[src/hdl/mcag_pkg.sv]
package mcag_pkg;

  // Widths of the configuration fields and of the stream payload.
  localparam int CFG_IDX_W    = 3;
  localparam int CFG_DATA_W   = 13;
  localparam int MOSAIC_REG_W = 5;
  localparam int CUBE_REG_W   = 13;
  localparam int PIXEL_W      = 16;
  localparam int ADDR_W       = 32;
  localparam int BAND_OUT_W   = 8;
  localparam int OUT_DATA_W   = ADDR_W + BAND_OUT_W + PIXEL_W;

  // Register indexes of the configuration port.
  localparam logic [CFG_IDX_W-1:0] REG_LAYOUT_MODE = 3'd0;
  localparam logic [CFG_IDX_W-1:0] REG_MOSAIC_COLS = 3'd1;
  localparam logic [CFG_IDX_W-1:0] REG_MOSAIC_ROWS = 3'd2;
  localparam logic [CFG_IDX_W-1:0] REG_CUBE_COLS   = 3'd3;
  localparam logic [CFG_IDX_W-1:0] REG_CUBE_ROWS   = 3'd4;

  // Layout codes.
  localparam logic LAYOUT_PLANAR      = 1'b0;
  localparam logic LAYOUT_INTERLEAVED = 1'b1;

endpackage

[src/hdl/mosaic_to_cube_address_gen_unit.sv]
// Mosaic-to-cube address generator.
// An accepted input beat is registered in the first stage, then in the output stage.
// Throughput: one pixel per cycle unless m_tready stalls; the cell multiplier and
// the address multiplier sit in separate register stages, so neither limits the rate.
// Reset (rst, synchronous): layout planar, mosaic 5 x 5, cube 1 x 1, all position
// counters zero and the pipeline empty.
module mosaic_to_cube_address_gen_unit
  import mcag_pkg::*;
#(
  parameter int MAX_CUBE_SIDE   = 4096,
  parameter int MAX_MOSAIC_SIDE = 16,
  parameter int SAMPLE_BITS     = 16
) (
  input  logic                  clk,
  input  logic                  rst,
  // Configuration write channel.
  input  logic                  cfg_valid,
  output logic                  cfg_ready,
  input  logic [CFG_IDX_W-1:0]  cfg_index,
  input  logic [CFG_DATA_W-1:0] cfg_data,
  // Input pixels.
  input  logic                  s_tvalid,
  output logic                  s_tready,
  input  logic [PIXEL_W-1:0]    s_tdata,   // [15:0] pixel_value
  // Output cube samples.
  output logic                  m_tvalid,
  input  logic                  m_tready,
  output logic [OUT_DATA_W-1:0] m_tdata,   // [31:0] cube_address, [39:32] band_index,
                                           // [55:40] sample_out
  output logic                  m_tlast    // frame_last
);

  localparam int PHASE_W = (MAX_MOSAIC_SIDE > 1) ? $clog2(MAX_MOSAIC_SIDE) : 1;
  localparam int CELL_W  = (MAX_CUBE_SIDE > 1) ? $clog2(MAX_CUBE_SIDE) : 1;
  localparam int BAND_W  = PHASE_W + MOSAIC_REG_W + 1;
  localparam logic [PIXEL_W-1:0] SAMPLE_MASK = PIXEL_W'((33'd1 << SAMPLE_BITS) - 33'd1);

  // Configuration registers.
  logic                    layout_mode;
  logic [MOSAIC_REG_W-1:0] mosaic_cols;
  logic [MOSAIC_REG_W-1:0] mosaic_rows;
  logic [CUBE_REG_W-1:0]   cube_cols;
  logic [CUBE_REG_W-1:0]   cube_rows;

  // Position counters.
  logic [PHASE_W-1:0] phase_col, phase_col_next;
  logic [PHASE_W-1:0] phase_row, phase_row_next;
  logic [CELL_W-1:0]  cell_col, cell_col_next;
  logic [CELL_W-1:0]  cell_row, cell_row_next;

  // Clamped sizes.
  logic [MOSAIC_REG_W-1:0] mc, mr;
  logic [CUBE_REG_W-1:0]   cc, cr;

  logic wrap_pc, wrap_cc, wrap_pr, wrap_cr;
  logic [BAND_W-1:0] band;
  logic [ADDR_W-1:0] cell_idx;

  // First stage.
  logic                  s1_valid;
  logic                  s1_layout;
  logic [BAND_W-1:0]     s1_band;
  logic [ADDR_W-1:0]     s1_cell;
  logic [ADDR_W-1:0]     s1_ccr;
  logic [ADDR_W-1:0]     s1_mcr;
  logic [PIXEL_W-1:0]    s1_sample;
  logic                  s1_last;

  // Output stage.
  logic [ADDR_W-1:0]     out_addr;
  logic [BAND_OUT_W-1:0] out_band;
  logic [PIXEL_W-1:0]    out_sample;

  logic in_accept, s2_load;
  logic [ADDR_W-1:0] op_a, op_b, addend, product;

  assign cfg_ready = 1'b1;

  always_comb begin
    if (mosaic_cols == '0) begin
      mc = MOSAIC_REG_W'(1);
    end else if (32'(mosaic_cols) > 32'(MAX_MOSAIC_SIDE)) begin
      mc = MOSAIC_REG_W'(MAX_MOSAIC_SIDE);
    end else begin
      mc = mosaic_cols;
    end
    if (mosaic_rows == '0) begin
      mr = MOSAIC_REG_W'(1);
    end else if (32'(mosaic_rows) > 32'(MAX_MOSAIC_SIDE)) begin
      mr = MOSAIC_REG_W'(MAX_MOSAIC_SIDE);
    end else begin
      mr = mosaic_rows;
    end
    if (cube_cols == '0) begin
      cc = CUBE_REG_W'(1);
    end else if (32'(cube_cols) > 32'(MAX_CUBE_SIDE)) begin
      cc = CUBE_REG_W'(MAX_CUBE_SIDE);
    end else begin
      cc = cube_cols;
    end
    if (cube_rows == '0) begin
      cr = CUBE_REG_W'(1);
    end else if (32'(cube_rows) > 32'(MAX_CUBE_SIDE)) begin
      cr = CUBE_REG_W'(MAX_CUBE_SIDE);
    end else begin
      cr = cube_rows;
    end
  end

  assign wrap_pc = (32'(phase_col) + 32'd1) >= 32'(mc);
  assign wrap_cc = (32'(cell_col) + 32'd1) >= 32'(cc);
  assign wrap_pr = (32'(phase_row) + 32'd1) >= 32'(mr);
  assign wrap_cr = (32'(cell_row) + 32'd1) >= 32'(cr);

  assign band = BAND_W'(phase_col) + BAND_W'(BAND_W'(phase_row) * BAND_W'(mc));
  assign cell_idx = ADDR_W'(cell_col) + ADDR_W'(ADDR_W'(cell_row) * ADDR_W'(cc));

  // Counters advance like an odometer: phase column, cell column, phase row, cell row.
  always_comb begin
    phase_col_next = phase_col;
    cell_col_next  = cell_col;
    phase_row_next = phase_row;
    cell_row_next  = cell_row;
    if (!wrap_pc) begin
      phase_col_next = phase_col + PHASE_W'(1);
    end else begin
      phase_col_next = '0;
      if (!wrap_cc) begin
        cell_col_next = cell_col + CELL_W'(1);
      end else begin
        cell_col_next = '0;
        if (!wrap_pr) begin
          phase_row_next = phase_row + PHASE_W'(1);
        end else begin
          phase_row_next = '0;
          if (!wrap_cr) begin
            cell_row_next = cell_row + CELL_W'(1);
          end else begin
            cell_row_next = '0;
          end
        end
      end
    end
  end

  assign s2_load   = s1_valid && (!m_tvalid || m_tready);
  assign s_tready  = !s1_valid || s2_load;
  assign in_accept = s_tvalid && s_tready;

  always_ff @(posedge clk) begin
    if (rst) begin
      layout_mode <= LAYOUT_PLANAR;
      mosaic_cols <= MOSAIC_REG_W'(5);
      mosaic_rows <= MOSAIC_REG_W'(5);
      cube_cols   <= CUBE_REG_W'(1);
      cube_rows   <= CUBE_REG_W'(1);
    end else if (cfg_valid && cfg_ready) begin
      case (cfg_index)
        REG_LAYOUT_MODE: layout_mode <= cfg_data[0];
        REG_MOSAIC_COLS: mosaic_cols <= cfg_data[MOSAIC_REG_W-1:0];
        REG_MOSAIC_ROWS: mosaic_rows <= cfg_data[MOSAIC_REG_W-1:0];
        REG_CUBE_COLS:   cube_cols   <= cfg_data[CUBE_REG_W-1:0];
        REG_CUBE_ROWS:   cube_rows   <= cfg_data[CUBE_REG_W-1:0];
        default: ;
      endcase
    end
  end

  always_ff @(posedge clk) begin
    if (rst) begin
      phase_col <= '0;
      cell_col  <= '0;
      phase_row <= '0;
      cell_row  <= '0;
    end else if (in_accept) begin
      phase_col <= phase_col_next;
      cell_col  <= cell_col_next;
      phase_row <= phase_row_next;
      cell_row  <= cell_row_next;
    end
  end

  always_ff @(posedge clk) begin
    if (rst) begin
      s1_valid <= 1'b0;
    end else if (in_accept) begin
      s1_valid <= 1'b1;
    end else if (s2_load) begin
      s1_valid <= 1'b0;
    end
  end

  always_ff @(posedge clk) begin
    if (in_accept) begin
      s1_layout <= layout_mode;
      s1_band   <= band;
      s1_cell   <= cell_idx;
      s1_ccr    <= ADDR_W'(ADDR_W'(cc) * ADDR_W'(cr));
      s1_mcr    <= ADDR_W'(ADDR_W'(mc) * ADDR_W'(mr));
      s1_sample <= s_tdata & SAMPLE_MASK;
      s1_last   <= wrap_pc && wrap_cc && wrap_pr && wrap_cr;
    end
  end

  // Planar: band * (cube area) + cell. Interleaved: cell * (mosaic area) + band.
  always_comb begin
    if (s1_layout == LAYOUT_INTERLEAVED) begin
      op_a   = s1_cell;
      op_b   = s1_mcr;
      addend = ADDR_W'(s1_band);
    end else begin
      op_a   = ADDR_W'(s1_band);
      op_b   = s1_ccr;
      addend = s1_cell;
    end
    product = op_a * op_b;
  end

  always_ff @(posedge clk) begin
    if (rst) begin
      m_tvalid <= 1'b0;
    end else if (s2_load) begin
      m_tvalid <= 1'b1;
    end else if (m_tready) begin
      m_tvalid <= 1'b0;
    end
  end

  always_ff @(posedge clk) begin
    if (s2_load) begin
      out_addr   <= product + addend;
      out_band   <= s1_band[BAND_OUT_W-1:0];
      out_sample <= s1_sample;
      m_tlast    <= s1_last;
    end
  end

  assign m_tdata = {out_sample, out_band, out_addr};

endmodule

[config.mk]
export PLATFORM = sky130hd
export DESIGN_NAME = mosaic_to_cube_address_gen_unit
export DESIGN_NICKNAME = d
export VERILOG_FILES = /design/src/hdl/mcag_pkg.sv /design/src/hdl/mosaic_to_cube_address_gen_unit.sv
export SDC_FILE = /design/constraint.sdc
export NUM_CORES = 2
export LEC_CHECK = 0
export ABC_AREA = 1
export BUFFER_PORTS_ARGS = -buffer_cell sky130_fd_sc_hd__buf_2
export CORE_ASPECT_RATIO = 1.1
export CORE_MARGIN = 3
export CORE_UTILIZATION = 59
export DETAILED_ROUTE_END_ITERATION = 7
export GPL_ROUTABILITY_DRIVEN = 1
export PLACE_DENSITY = 0.76
export SLEW_MARGIN = 20
export SYNTH_ARGS = -nofsm -noshare
export SYNTH_HDL_FRONTEND = slang
export SYNTH_SLANG_ARGS = --single-unit
[constraint.sdc]
create_clock -name clk -period 7.42 [get_ports clk]
set_input_delay 0.371 -clock clk [delete_from_list [all_inputs] [get_ports clk]]
set_output_delay 0.371 -clock clk [all_outputs]
set_load 0.01 [all_outputs]
* After elaboration in Yosys (flattened, before gate mapping)
Index checks and enable logic that the tools add are counted.
** Word-level totals
- Register bits after elaboration :: 224
- Input bits :: 37
- Output and inout port bits :: 60
- Word-level logic and storage cells :: 93
** Cells by class
- $add $sub $neg :: 11
- Multiply operators :: 5
- Magnitude comparators :: 8
- Eq/ne operators :: 4
- Multiplexer cells :: 19
- Reductions and logical operators :: 24
** Operator list (count)
- 2-to-1 mux 32 bit :: 2
- 2-to-1 mux 13 bit :: 4
- adder 32 bit :: 1
- multiplier 32 x 32 -> 32 bit :: 1
- adder 12 x 1 -> 13 bit (second input constant) :: 2
- adder 12 x 25 -> 26 bit :: 1
- greater-or-equal comparator 13 bit :: 2
- > comparator 13 bit (second input constant) :: 2
- logical NOT 13 bit :: 2
- multiplier 13 x 13 -> 26 bit :: 1
- 2-to-1 mux 26 bit :: 1
- multiplier 12 x 13 -> 25 bit :: 1
- adder 12 x 1 -> 12 bit (second input constant) :: 2
- 2-to-1 mux 12 bit :: 2
- 2-to-1 mux 5 bit :: 4
- AND reduction 2 bit :: 6
- adder 4 x 1 -> 5 bit (second input constant) :: 2
- adder 4 x 9 -> 10 bit :: 1
- greater-or-equal comparator 5 bit :: 2
- > comparator 5 bit (second input constant) :: 2
- logical NOT 5 bit :: 2
- multiplier 5 x 5 -> 10 bit :: 1
- multiplier 4 x 5 -> 9 bit :: 1
- adder 4 x 1 -> 4 bit (second input constant) :: 2
- other kinds (12) :: 24

* Logic depth before layout (Yosys ltp)
- Word-level depth :: 7
- Depth in mapped cells :: 32
- Depth with buffers taken out :: 31

* Least setup slack after synthesis
Ideal clock, no wire load.
- Path type :: flip-flop to flip-flop
- Start point :: reg s1_layout
- End point :: reg out_addr[27] (data pin)
- Setup time :: 258 ps
- Arrival :: 6172 ps
- Data required time :: 7162 ps
- Slack :: 990 ps
- Stages on the path, launching flop included :: 31
- Path buffers :: 4
- Period minus slack after synthesis :: 6430 ps
- Path through :: edfxtp_1 buf_6 buf_4 buf_4 buf_2 nand2_1 inv_1 nand2_1 fa_1 inv_1 fa_1 inv_1 fa_1 inv_1 fa_1 inv_1 fa_1 inv_1 fa_1 inv_1 fa_1 inv_1 ha_1 nand2_1 inv_1 nand2_1 nor3_1 nand4_1 nand3_1 a21oi_1 xnor2_1
** Between the ends
- Word-level cells in the longest chain between the ends :: 3
- Elaborated cells between the ends (all ways) :: 5
- Those cells by class :: add/sub (1); mul (1); mux (3)
** RTL lines
- start: declaration :: line mosaic_to_cube_address_gen_unit.sv:61 : logic s1_layout;
- start signal: assignment :: line mosaic_to_cube_address_gen_unit.sv:195 : s1_layout <= layout_mode;
- 2-to-1 mux 32 bit or 2-to-1 mux 26 bit (tied branches) :: line mosaic_to_cube_address_gen_unit.sv:207 : if (s1_layout == LAYOUT_INTERLEAVED) begin
- multiplier 32 x 32 -> 32 bit :: line mosaic_to_cube_address_gen_unit.sv:216 : product = op_a * op_b;
- adder 32 bit * :: line mosaic_to_cube_address_gen_unit.sv:231 : out_addr <= product + addend;
- end signal: assignment :: line mosaic_to_cube_address_gen_unit.sv:231
- end: declaration :: line mosaic_to_cube_address_gen_unit.sv:70 : logic [ADDR_W-1:0] out_addr;
Mark *: on every way between the ends. The rest lies on a longest branch, timed or not.
A chain may end at the register's enable or synchronous reset.

* Worst setup path in the final report
- Start point :: reg s1_layout
- End point :: reg out_addr[31] (data pin)
Same word-level chain as after synthesis.

==> impl_metrics.json <==
{
  "status": "completed",
  "fp.dieArea_um2": 65400,
  "core_um2": 61300,
  "grt_max_degree": 58,
  "root_buffer": "clkbuf_16",
  "drc_errors": 0,
  "antennaDiodeCount": 0,
  "min_path_type": "in2reg",
  "finalNetCount": 5543,
  "clk_path_buf_depth": 3,
  "synth_area_um2": 36800,
  "cp.required_ps": 7750,
  "portBuffers": 95,
  "drive_above_1_share": 0.0556,
  "h-tree-depth": 1,
  "rsz0062_at_grt": "false",
  "ys_types": 53,
  "row_count": 95,
  "r2r-start": "s1_layout$_DFFE_PP_",
  "finalPower_uw": 13500,
  "num_vias": 28400,
  "start_util": 0.599,
  "synth-edff-count": 147,
  "clock-sinks": 218,
  "ant_nets": 0,
  "slew_violations": 0,
  "place_congestion": 1.02,
  "drtIter0Drc": 2271,
  "critPathCaptureType": "flip-flop",
  "antenna_found_initial": 1,
  "yosysSeqAreaShare": 0.159,
  "area_delta_synth_final_pct": 7.65,
  "power.leakage_uw": 0.0209,
  "min-delay-start": "cfg_data[7]",
  "drtPass1Iterations": 5,
  "ys_ff_latch": 218,
  "worst-setup-path-type": "reg2reg",
  "wirelength_mm": 96.9,
  "p_per_area_nw_per_um2": 341,
  "fill_cells": 5248,
  "cts-resized-gates": 0,
  "ys_top_cells_by_count": "1098 x inv_1, 827 x nand2_1, 675 x fa_1",
  "grt_pass1_wl_mm": 157,
  "slew_headroom": 0.336,
  "cts_tree": "done",
  "cap_violations": 0,
  "finalHoldViolCount": 0,
  "synthMostInstantiatedCell": "inv_1",
  "async_flop_share": 0,
  "fin_crit_sh": 0.926,
  "synth_ff_type": "edfxtp_1",
  "viasPerCell": 5.31,
  "worst_hold_slack_ps": 96.7,
  "synthCells": 4328,
  "clock.fmax_mhz": 146,
  "arrival_ps": 7200,
  "die_x_um": 244,
  "critPathMaxFanout": 16,
  "crit_start": "s1_layout$_DFFE_PP_",
  "numCtsBuffers": 26,
  "skew_ps": 21.8,
  "ys_top_cells_by_area": "fa_1 37%, edfxtp_1 12%, ha_1 11%, inv_1 11%, nand2_1 8.4%",
  "die_y_um": 268,
  "clock_latency_ps": 570,
  "tightest_slew_ps": 995,
  "avgSynthCellArea_um2": 8.50,
  "ios": 97,
  "synth_top_area_frac": 0.368,
  "critPathLaunchType": "flip-flop",
  "finalCriticalPeriod_ps": 6870,
  "ir_worst_vdd_v": 0.000514,
  "fin_setup_tns_ps": 0,
  "clkTransAtPathRegs_ps": 70,
  "grt_pass1_vias": 29800,
  "yosysWarningCount": 0,
  "post-dp-hpwl_mm": 81.5,
  "setup_violations": 0,
  "post_drt_wl_per_cell_um": 18.1,
  "grtUsageTotal": 0.306,
  "grt_overflow": 0,
  "yosysTopAreaCell": "fa_1"
}
-- registers in the layout (all words and copies together) (netlist names), 4 cells and up --
name	flops
out_addr	32
s1_ccr	26
s1_cell	26
out_sample	16
s1_sample	16
cube_cols	13
cube_rows	13
cell_col	12
cell_row	12
s1_band	10
s1_mcr	10
out_band	8
mosaic_cols	5
mosaic_rows	5
phase_col	4
phase_row	4
-- report_power, final --
part / total [uW] / leakage [uW] / internal, uW / switching [uW]
clock network: 1370 / 0.000433 / 838 / 532
logic: 10100 / 0.0185 / 3770 / 6280
registers: 2070 / 0.00202 / 1930 / 137
total: 13500 / 0.0209 / 6540 / 6950
-- cells by family (layout without fill, tap and decap cells) --
| group | after synthesis | count (layout) | synth area share |
|---|---|---|---|
| simple gates | 1477 | 1477 | 0.164 |
| buf+inv | 1222 | 1344 | 0.128 |
| fa+ha+maj | 1006 | 1006 | 0.480 |
| compound gates | 297 | 297 | 0.0441 |
| flops | 218 | 218 | 0.159 |
| xor+xnor | 106 | 106 | 0.0252 |
| other cells | 2 | 67 | 0.000204 |
-- final timing paths --
check / cells after the start / endpoint / slack (ps)
worst max register to register: 27 / out_addr[31]$_DFFE_PP_ / 550
worst min register to register: 0 / out_sample[12]$_DFFE_PP_ / 420
worst max-delay path: 27 / out_addr[31]$_DFFE_PP_ / 550
worst min-delay path: 3 / cube_rows[7]$_SDFFE_PP0P_ / 100
-- through the flow --
stage / instances / worst slack, ps / util / instance area (um^2)
2_1_floorplan: 4393 / 990 / - / 37000
3_3_place_gp: 5279 / 404 / 0.628 / 38500
3_5_place_dp: 5279 / 281 / 0.628 / 38500
4_1_cts: 5338 / 308 / 0.645 / 39600
5_1_grt: 5339 / 154 / 0.645 / 39600
6_report: 5339 / 550 / 0.645 / 39600
-- cell type report --
cell class | count | area, um^2 | area share
Clock buffer | 34 | 744 | 0.0188
Multi-Input combinational cell | 2953 | 26500 | 0.669
Timing Repair Buffer | 171 | 1100 | 0.0278
Sequential cell | 218 | 5840 | 0.147
Clock inverter | 9 | 150 | 0.00379
Inverter | 1130 | 4250 | 0.107
Tap cell | 824 | 1030 | 0.0260
-- worst max-delay path: stages (launching register included) --
cell and delay, ps:
edfxtp_1 440, buf_12 180, inv_2 70, buf_4 220
nand2_1 280, inv_1 150, nand2_1 150, fa_1 470
inv_1 160, fa_1 410, inv_1 80, fa_1 440
fa_1 550, fa_1 500, inv_1 50, fa_1 480
inv_1 50, fa_1 470, inv_1 40, ha_1 340
a21oi_1 210, o21ai_0 110, a21oi_1 230, o21ai_0 110
nor2_1 220, inv_1 70, nand3_1 80, nand2_1 50
-- repair_timing --
item | CTS | global route
endpoints found under the setup margin | 0 | 3
buffers inserted | 0 | 1
endpoints found under the hold margin | 16 | 0
hold buffers | 16 | 0
-- per-layer routing --
layer / GRT usage / up-vias / wire length (um)
met5: 0 / - / 0
met4: 0.135 / 0 / 5260
met3: 0.0470 / 274 / 7570
met2: 0.525 / 1171 / 46500
met1: 0.388 / 13800 / 37600
li1: - / 13100 / -
-- layout by cell type, fill, tap and decap left out, drive strengths merged, types with 67 or more instances in the layout --
cell type	netlist	layout
inv	1112	1111
nand2	832	832
fa	675	675
nor2	470	470
ha	331	331
buf	43	155
edfxtp	147	147
a21oi	135	135
o21ai	116	116
nand3	92	92
xor2	82	82
dfxtp	71	71
conb	2	67
Power figures use the tool's default switching activity.
